<file path="src/rtl/dlbr_pkg.sv">
// Package for the dual LFSR bounded random generator.
// Tap masks, reset seeds, queue item type, divider states and LFSR step functions.
// No dependencies.
package dlbr_pkg;

   localparam int MIX_WIDTH   = 16;
   localparam int MOD_WIDTH   = 8;
   localparam int LONG_WIDTH  = 32;
   localparam int SHORT_WIDTH = 31;
   localparam int QUEUE_DEPTH = 2;

   localparam logic [LONG_WIDTH-1:0]  LONG_TAPS        = 32'hB4BC_D35C;
   localparam logic [SHORT_WIDTH-1:0] SHORT_TAPS       = 31'h7A5B_C2E3;
   localparam logic [LONG_WIDTH-1:0]  LONG_SEED_RESET  = 32'hABCD_EFAB;
   localparam logic [SHORT_WIDTH-1:0] SHORT_SEED_RESET = 31'h0000_0001;

   typedef enum logic {
      CSR_SEED_LONG  = 1'b0,
      CSR_SEED_SHORT = 1'b1
   } csr_index_type;

   typedef enum logic [1:0] {
      DIV_IDLE,
      DIV_RUN,
      DIV_DONE
   } div_state_type;

   typedef struct packed {
      logic [MIX_WIDTH-1:0] mixed;
      logic [MOD_WIDTH-1:0] modulus;
      logic                 zero_mod;
   } item_type;

   function automatic logic [LONG_WIDTH-1:0] long_step(input logic [LONG_WIDTH-1:0] cur);
      logic [LONG_WIDTH-1:0] nxt;
      nxt = cur >> 1;
      if (cur[0]) begin
         nxt = nxt ^ LONG_TAPS;
      end
      return nxt;
   endfunction

   function automatic logic [SHORT_WIDTH-1:0] short_step(
      input logic [SHORT_WIDTH-1:0] cur);
      logic [SHORT_WIDTH-1:0] nxt;
      nxt = cur >> 1;
      if (cur[0]) begin
         nxt = nxt ^ SHORT_TAPS;
      end
      return nxt;
   endfunction

endpackage

</file>
<file path="src/rtl/dual_lfsr_bounded_random.sv">
// Top level of the dual LFSR bounded random generator.
// Depends on dlbr_pkg, dlbr_front, dlbr_queue, dlbr_divider.
//
//   channel  | ports                              | handshake
//   ---------+------------------------------------+-----------------
//   request  | req_valid req_ready req_modulus    | valid/ready
//   response | rsp_valid rsp_ready rsp_value      | valid/ready
//   csr      | csr_we csr_index csr_data          | write on csr_we
//
// An accepted request enters the queue and steps the LFSRs, unless csr_we is
// high then; the seed write wins. The divider takes one request at a
// time: load, one remainder step per dividend bit, then the result register.
// The queue holds QueueDepth requests; req_ready drops when it is full.
// Reset reloads both LFSRs with their reset seeds; no clearing pass.
module dual_lfsr_bounded_random #(
   parameter int QueueDepth = dlbr_pkg::QUEUE_DEPTH
) (
   input  logic                            clock,
   input  logic                            reset,
   input  logic                            csr_we,
   input  logic [0:0]                      csr_index,
   input  logic [dlbr_pkg::LONG_WIDTH-1:0] csr_data,
   input  logic                            req_valid,
   output logic                            req_ready,
   input  logic [dlbr_pkg::MOD_WIDTH-1:0]  req_modulus,
   output logic                            rsp_valid,
   input  logic                            rsp_ready,
   output logic [dlbr_pkg::MOD_WIDTH-1:0]  rsp_value
);

   dlbr_pkg::item_type push_item, pop_item;
   logic               push_valid, push_ready;
   logic               pop_valid, pop_ready;

   dlbr_front u_front (
      .clock       (clock),
      .reset       (reset),
      .csr_we      (csr_we),
      .csr_index   (csr_index),
      .csr_data    (csr_data),
      .req_valid   (req_valid),
      .req_ready   (req_ready),
      .req_modulus (req_modulus),
      .push_valid  (push_valid),
      .push_ready  (push_ready),
      .push_item   (push_item)
   );

   dlbr_queue #(
      .QueueDepth (QueueDepth)
   ) u_queue (
      .clock      (clock),
      .reset      (reset),
      .push_valid (push_valid),
      .push_ready (push_ready),
      .push_item  (push_item),
      .pop_valid  (pop_valid),
      .pop_ready  (pop_ready),
      .pop_item   (pop_item)
   );

   dlbr_divider u_divider (
      .clock     (clock),
      .reset     (reset),
      .pop_valid (pop_valid),
      .pop_ready (pop_ready),
      .pop_item  (pop_item),
      .rsp_valid (rsp_valid),
      .rsp_ready (rsp_ready),
      .rsp_value (rsp_value)
   );

endmodule

</file>
<file path="src/rtl/dlbr_front.sv">
// Front end: holds both LFSRs, steps them per request, forms the queue item.
// Depends on dlbr_pkg.
module dlbr_front (
   input  logic                               clock,
   input  logic                               reset,
   input  logic                               csr_we,
   input  logic [0:0]                         csr_index,
   input  logic [dlbr_pkg::LONG_WIDTH-1:0]    csr_data,
   input  logic                               req_valid,
   output logic                               req_ready,
   input  logic [dlbr_pkg::MOD_WIDTH-1:0]     req_modulus,
   output logic                               push_valid,
   input  logic                               push_ready,
   output dlbr_pkg::item_type                 push_item
);

   logic [dlbr_pkg::LONG_WIDTH-1:0]  long_ff,  long_in;
   logic [dlbr_pkg::SHORT_WIDTH-1:0] short_ff, short_in;
   logic [dlbr_pkg::LONG_WIDTH-1:0]  long_next;
   logic [dlbr_pkg::SHORT_WIDTH-1:0] short_next;
   logic                             accept;

   assign req_ready  = push_ready;
   assign push_valid = req_valid;
   assign accept     = req_valid & push_ready;

   always_comb begin
      long_next  = dlbr_pkg::long_step(dlbr_pkg::long_step(long_ff));
      short_next = dlbr_pkg::short_step(short_ff);

      push_item.mixed    = long_next[dlbr_pkg::MIX_WIDTH-1:0]
                         ^ short_next[dlbr_pkg::MIX_WIDTH-1:0];
      push_item.modulus  = req_modulus;
      push_item.zero_mod = (req_modulus == '0);

      long_in  = long_ff;
      short_in = short_ff;
      if (csr_we) begin
         if (dlbr_pkg::csr_index_type'(csr_index) == dlbr_pkg::CSR_SEED_LONG) begin
            long_in = csr_data;
         end else begin
            short_in = csr_data[dlbr_pkg::SHORT_WIDTH-1:0];
         end
      end else if (accept) begin
         long_in  = long_next;
         short_in = short_next;
      end
   end

   always_ff @(posedge clock) begin
      if (reset) begin
         long_ff  <= dlbr_pkg::LONG_SEED_RESET;
         short_ff <= dlbr_pkg::SHORT_SEED_RESET;
      end else begin
         long_ff  <= long_in;
         short_ff <= short_in;
      end
   end

endmodule

</file>
<file path="src/rtl/dlbr_queue.sv">
// Small FIFO between front end and divider.
// Depends on dlbr_pkg.
module dlbr_queue #(
   parameter int QueueDepth = dlbr_pkg::QUEUE_DEPTH
) (
   input  logic               clock,
   input  logic               reset,
   input  logic               push_valid,
   output logic               push_ready,
   input  dlbr_pkg::item_type push_item,
   output logic               pop_valid,
   input  logic               pop_ready,
   output dlbr_pkg::item_type pop_item
);

   localparam int PtrWidth = (QueueDepth > 1) ? $clog2(QueueDepth) : 1;
   localparam int CntWidth = $clog2(QueueDepth + 1);

   dlbr_pkg::item_type    mem [QueueDepth];
   logic [PtrWidth-1:0]   wr_ptr_ff, wr_ptr_in;
   logic [PtrWidth-1:0]   rd_ptr_ff, rd_ptr_in;
   logic [CntWidth-1:0]   count_ff,  count_in;
   logic                  do_push, do_pop;

   assign push_ready = (count_ff != CntWidth'(QueueDepth));
   assign pop_valid  = (count_ff != '0);
   assign pop_item   = mem[rd_ptr_ff];
   assign do_push    = push_valid & push_ready;
   assign do_pop     = pop_valid & pop_ready;

   always_comb begin
      wr_ptr_in = wr_ptr_ff;
      rd_ptr_in = rd_ptr_ff;
      count_in  = count_ff;
      if (do_push) begin
         wr_ptr_in = (wr_ptr_ff == PtrWidth'(QueueDepth - 1)) ? '0 : wr_ptr_ff + 1'b1;
      end
      if (do_pop) begin
         rd_ptr_in = (rd_ptr_ff == PtrWidth'(QueueDepth - 1)) ? '0 : rd_ptr_ff + 1'b1;
      end
      if (do_push && !do_pop) begin
         count_in = count_ff + 1'b1;
      end else if (do_pop && !do_push) begin
         count_in = count_ff - 1'b1;
      end
   end

   always_ff @(posedge clock) begin
      if (do_push) begin
         mem[wr_ptr_ff] <= push_item;
      end
   end

   always_ff @(posedge clock) begin
      if (reset) begin
         wr_ptr_ff <= '0;
         rd_ptr_ff <= '0;
         count_ff  <= '0;
      end else begin
         wr_ptr_ff <= wr_ptr_in;
         rd_ptr_ff <= rd_ptr_in;
         count_ff  <= count_in;
      end
   end

endmodule

</file>
<file path="src/rtl/dlbr_divider.sv">
// Back end: restoring remainder, one dividend bit per cycle, plus result register.
// Depends on dlbr_pkg.
module dlbr_divider (
   input  logic                           clock,
   input  logic                           reset,
   input  logic                           pop_valid,
   output logic                           pop_ready,
   input  dlbr_pkg::item_type             pop_item,
   output logic                           rsp_valid,
   input  logic                           rsp_ready,
   output logic [dlbr_pkg::MOD_WIDTH-1:0] rsp_value
);

   localparam int CntWidth = $clog2(dlbr_pkg::MIX_WIDTH);

   dlbr_pkg::div_state_type             state_ff, state_in;
   logic [dlbr_pkg::MIX_WIDTH-1:0]      dividend_ff, dividend_in;
   logic [dlbr_pkg::MOD_WIDTH-1:0]      modulus_ff, modulus_in;
   logic                                zero_ff, zero_in;
   logic [dlbr_pkg::MOD_WIDTH-1:0]      rem_ff, rem_in;
   logic [CntWidth-1:0]                 count_ff, count_in;
   logic                                rsp_valid_ff, rsp_valid_in;
   logic [dlbr_pkg::MOD_WIDTH-1:0]      rsp_value_ff, rsp_value_in;
   logic [dlbr_pkg::MOD_WIDTH:0]        trial;

   assign rsp_valid = rsp_valid_ff;
   assign rsp_value = rsp_value_ff;

   always_comb begin
      state_in     = state_ff;
      dividend_in  = dividend_ff;
      modulus_in   = modulus_ff;
      zero_in      = zero_ff;
      rem_in       = rem_ff;
      count_in     = count_ff;
      rsp_valid_in = rsp_valid_ff & ~rsp_ready;
      rsp_value_in = rsp_value_ff;
      pop_ready    = 1'b0;
      trial        = {rem_ff, dividend_ff[dlbr_pkg::MIX_WIDTH-1]};

      unique case (state_ff)
         dlbr_pkg::DIV_IDLE: begin
            pop_ready = 1'b1;
            if (pop_valid) begin
               dividend_in = pop_item.mixed;
               modulus_in  = pop_item.modulus;
               zero_in     = pop_item.zero_mod;
               rem_in      = '0;
               count_in    = '0;
               state_in    = dlbr_pkg::DIV_RUN;
            end
         end
         dlbr_pkg::DIV_RUN: begin
            if (trial >= {1'b0, modulus_ff}) begin
               rem_in = dlbr_pkg::MOD_WIDTH'(trial - {1'b0, modulus_ff});
            end else begin
               rem_in = trial[dlbr_pkg::MOD_WIDTH-1:0];
            end
            dividend_in = dividend_ff << 1;
            count_in    = count_ff + 1'b1;
            if (count_ff == CntWidth'(dlbr_pkg::MIX_WIDTH - 1)) begin
               state_in = dlbr_pkg::DIV_DONE;
            end
         end
         dlbr_pkg::DIV_DONE: begin
            if (!rsp_valid_ff || rsp_ready) begin
               rsp_valid_in = 1'b1;
               rsp_value_in = zero_ff ? '0 : rem_ff;
               state_in     = dlbr_pkg::DIV_IDLE;
            end
         end
         default: begin
            state_in = dlbr_pkg::DIV_IDLE;
         end
      endcase
   end

   always_ff @(posedge clock) begin
      if (reset) begin
         state_ff     <= dlbr_pkg::DIV_IDLE;
         rsp_valid_ff <= 1'b0;
      end else begin
         state_ff     <= state_in;
         rsp_valid_ff <= rsp_valid_in;
      end
   end

   always_ff @(posedge clock) begin
      dividend_ff  <= dividend_in;
      modulus_ff   <= modulus_in;
      zero_ff      <= zero_in;
      rem_ff       <= rem_in;
      count_ff     <= count_in;
      rsp_value_ff <= rsp_value_in;
   end

endmodule

</file>
<file path="config.mk">
export PLATFORM = sky130hd
export DESIGN_NAME = dual_lfsr_bounded_random
export DESIGN_NICKNAME = d
export VERILOG_FILES = /design/src/rtl/dlbr_pkg.sv /design/src/rtl/dual_lfsr_bounded_random.sv /design/src/rtl/dlbr_front.sv /design/src/rtl/dlbr_queue.sv /design/src/rtl/dlbr_divider.sv
export SDC_FILE = /design/constraint.sdc
export NUM_CORES = 1
export LEC_CHECK = 0
export BUFFER_PORTS_ARGS = -buffer_cell sky130_fd_sc_hd__buf_2
export CAP_MARGIN = 20
export CORE_MARGIN = 2
export CORE_UTILIZATION = 35
export DETAILED_ROUTE_END_ITERATION = 6
export GPL_ROUTABILITY_DRIVEN = 0
export SLEW_MARGIN = 20
export SYNTH_ARGS = -nofsm -noshare
export SYNTH_HDL_FRONTEND = slang
export SYNTH_SLANG_ARGS = --single-unit
</file>
<file path="constraint.sdc">
create_clock -name clock -period 6.4 [get_ports clock]
set_clock_uncertainty 0.15 [all_clocks]
set_input_delay 0.64 -clock clock [delete_from_list [all_inputs] [get_ports clock]]
set_output_delay 0.64 -clock clock [all_outputs]
set_load 0.01 [all_outputs]
</file>
==> results.json <==
{
  "dieHeight_um": 153,
  "cts_tree": "built",
  "async_reset_ff_share_pct": 0,
  "area_delta_synth_final_pct": 14.1,
  "whs_endpoint": "u_queue.mem[1][8]$_DFFE_PP_",
  "r2r-start": "u_divider.rem_ff[5]$_SDFFCE_PN0P_",
  "cts_buffer_depth": 2,
  "drt-initial-drc-count": 279,
  "fillers": 2138,
  "root_buffer": "clkbuf_16",
  "r2r_end": "u_divider.rem_ff[7]$_SDFFCE_PN0P_",
  "period_needed_ns": 2.38,
  "drive_gt1_share_pct": 15.7,
  "setup_tns_ns": 0,
  "cts_setup_buffers": 0,
  "grt_pass1_vias": 4918,
  "fp-row-count": 54,
  "p_sw_w": 0.00119,
  "fin_crit_sh_pct": 37.1,
  "cts_sinks": 166,
  "synth_flop_cell": "edfxtp_1",
  "syn_nets": 757,
  "r2r_cells": 5,
  "p_total_w": 0.00368,
  "holdPathStages": 1,
  "dpl.hpwl_um": 10100,
  "io_buffers": 55,
  "leakage_nw": 3.23,
  "ir_drop_v": 0.000201,
  "antenna_found_initial": 0,
  "cp.arrival_ns": 2.45,
  "synth_seq_cells": 166,
  "grt_max_degree": 72,
  "synth_top_area_share_pct": 36.9,
  "end_kind": "register",
  "vias": 5039,
  "ctsResizeCount": 0,
  "viasPerCell": 4.86,
  "swShare_pct": 32.4,
  "cp_data_required_time_ns": 6.48,
  "worstHoldPathType": "in2reg",
  "yosys-top-cells-area": "edfxtp_1 37%, dfxtp_1 18%, xnor2_1 5.6%",
  "dr.pass1.iters": 6,
  "core_area_um2": 21800,
  "slew_headroom_pct": 32.7,
  "slew_viol_final": 0,
  "r2r_slack_ns": 4.02,
  "ctsHoldBuffers": 0,
  "routedWlPerCell_um": 14.7,
  "worst_pin_slew_ns": 1.00,
  "ant_nets": 0,
  "rsz0062_at_grt": "no",
  "cp_max_fo": 7,
  "setup_violations": 0,
  "max_freq_mhz": 421,
  "yosys_warnings": 0,
  "htreeDepth": 4,
  "grt_pass1_wl_um": 25200,
  "power_density_nw_per_um2": 418,
  "hold_viol": 0,
  "die_x_um": 153,
  "numCtsBuffers": 17,
  "io_pins": 56,
  "synth_edf_count": 95,
  "post_synth_num_cell_types": 52,
  "maxCapViolCount": 0,
  "clkLatencyLatePin_ns": 0.42,
  "globalRouteOverflowTotal": 0,
  "antenna_cells": 0,
  "pwr-share-comb_pct": 29.8,
  "clk_pin_slew_ns": 0.06,
  "critical_path_class": "reg2reg",
  "intPower_w": 0.00249,
  "wirelength_um": 15300,
  "final_nets": 800,
  "synth_cells": 700,
  "power_frac_clock_pct": 25.8,
  "route.detailed.drc": 0,
  "syn_area_per_cell_um2": 11.0,
  "worstSetupStartpointType": "register",
  "holdCritStartpoint": "req_modulus[7]",
  "seq_power_share_pct": 44.4,
  "mappedNetlistArea_um2": 7720,
  "start_util_pct": 35.5,
  "die_area_um2": 23300,
  "yosysTopAreaCell": "edfxtp_1",
  "yosysSeqAreaShare_pct": 55.3,
  "track_usage_pct": 13.5,
  "status": "finished clean"
}
[layout make-up]
cell class,instances,area (µm²),share of cell area (%)
Timing Repair Buffer,65,350,3.98
Clock inverter,11,71.3,0.810
Sequential cell,166,4270,48.5
Inverter,13,48.8,0.554
Clock buffer,21,483,5.48
Tap cell,280,350,3.98
Multi-Input combinational cell,480,3230,36.7
[layer usage]
| layer | up-vias | wire (µm) | global-route usage [%] |
|---|---|---|---|
| li1 | 2581 | - | - |
| met1 | 2367 | 7430 | 17.7 |
| met2 | 83 | 7220 | 22.2 |
| met3 | 8 | 495 | 3.27 |
| met4 | 0 | 127 | 4.23 |
| met5 | - | 0 | 0 |
[cell usage after synthesis (2+ instances only)]
cell type  instances
a211oi_1          16
inv_1             12
and3_1             9
a311oi_1           5
mux2_2             9
nand2_1           75
and2_1             3
nor3_1             6
o21bai_1           4
a21oi_1           41
nand3_1            8
a21boi_2           2
o211a_1            6
clkbuf_1          19
edfxtp_1          95
ha_1              10
or3_1              2
or4_1              2
or2_2              2
o21ai_1            8
nor2_1            44
nand2b_1          24
buf_4              2
xor2_1            25
dfxtp_1           71
nor2b_1           15
a211o_1           13
buf_2             18
o21ai_0           32
mux2i_1           26
o22ai_1            2
o31ai_2            2
xnor2_1           49
o211ai_1          23
o21a_1             3
[sequential cells by signal (all words and copies together) (netlist names), named ones only]
register,flops
u_queue.mem,50
u_front.long_ff,32
u_front.short_ff,31
u_divider.dividend_ff,16
u_divider.modulus_ff,8
u_divider.rem_ff,8
u_divider.rsp_value,8
u_divider.count_ff,4
u_divider.state_ff,2
u_queue.count_ff,2
u_divider.rsp_valid,1
u_divider.zero_ff,1
u_queue.rd_ptr_ff,1
u_queue.wr_ptr_ff,1
[kinds of logic (layout without fill, tap and decap cells)]
| family | Yosys count | count (layout) | synth area share [%] |
|---|---|---|---|
| and+or+nand+nor | 194 | 194 | 11.8 |
| muxes | 35 | 35 | 4.68 |
| adders and majority gates | 11 | 11 | 1.88 |
| buffers and inverters | 54 | 110 | 3.11 |
| DFF | 166 | 166 | 55.3 |
| AOI/OAI and AO/OA | 165 | 165 | 14.4 |
| xor gates and xnor gates | 75 | 75 | 8.75 |
[metrics by stage]
step / worst slack, ns / hold WS (ns) / area (µm²) / instances / util [%]
after floorplan: 3.29 / 0.281 / 7720 / 700 / -
after global placement: 3.61 / 0.289 / 8250 / 1004 / 37.9
after detailed placement: 3.60 / 0.298 / 8250 / 1004 / 37.9
after CTS: 4.04 / 0.252 / 8800 / 1036 / 40.5
after global routing: 3.84 / 0.257 / 8810 / 1036 / 40.5
final: 4.02 / 0.276 / 8810 / 1036 / 40.5
[worst max-delay path, cell delays in order, from the launching register on]
cell and delay, ns:
edfxtp_1 0.44, ha_1 0.40, a21o_1 0.28, a211oi_2 0.44
nand2_1 0.19, a211oi_1 0.29
[worst max path at each step]
stage / startpoint / endpoint / slack [ns]
floorplan: req_valid / u_queue.mem[0][0]$_DFFE_PP_ / 3.29
global route: u_divider.rem_ff[5]$_SDFFCE_PN0P_ / u_divider.rem_ff[0]$_SDFFCE_PN0P_ / 3.84
detailed placement: csr_we / u_front.long_ff[23]$_SDFFE_PP1P_ / 3.60
finish: u_divider.rem_ff[5]$_SDFFCE_PN0P_ / u_divider.rem_ff[7]$_SDFFCE_PN0P_ / 4.02
CTS: u_divider.rem_ff[5]$_SDFFCE_PN0P_ / u_divider.rem_ff[7]$_SDFFCE_PN0P_ / 4.04
global placement: csr_we / u_front.long_ff[23]$_SDFFE_PP1P_ / 3.61
[power groups by stage]
stage	Clock (W)	Combinational [W]	Sequential (W)
finish	0.000951	0.00110	0.00164
global route	0.00101	0.00124	0.00167
CTS	0.000977	0.00111	0.00164
detailed placement	0	0.00110	0.00166
global placement	0	0.00109	0.00165
floorplan	0	0.000873	0.00161
[placed cells by master, fill, tap and decap left out, drive strengths merged, types with 17 or more instances in the layout]
master | Yosys | final
buf | 22 | 65
clkbuf | 19 | 21
o21ai | 40 | 40
nor2 | 45 | 45
xor2 | 26 | 26
o211ai | 23 | 23
xnor2 | 49 | 49
mux2i | 26 | 26
edfxtp | 95 | 95
dfxtp | 71 | 71
nand2b | 24 | 24
a211oi | 17 | 17
nand2 | 75 | 75
a21oi | 41 | 41
Note: power is estimated with default switching activity, not from simulation.
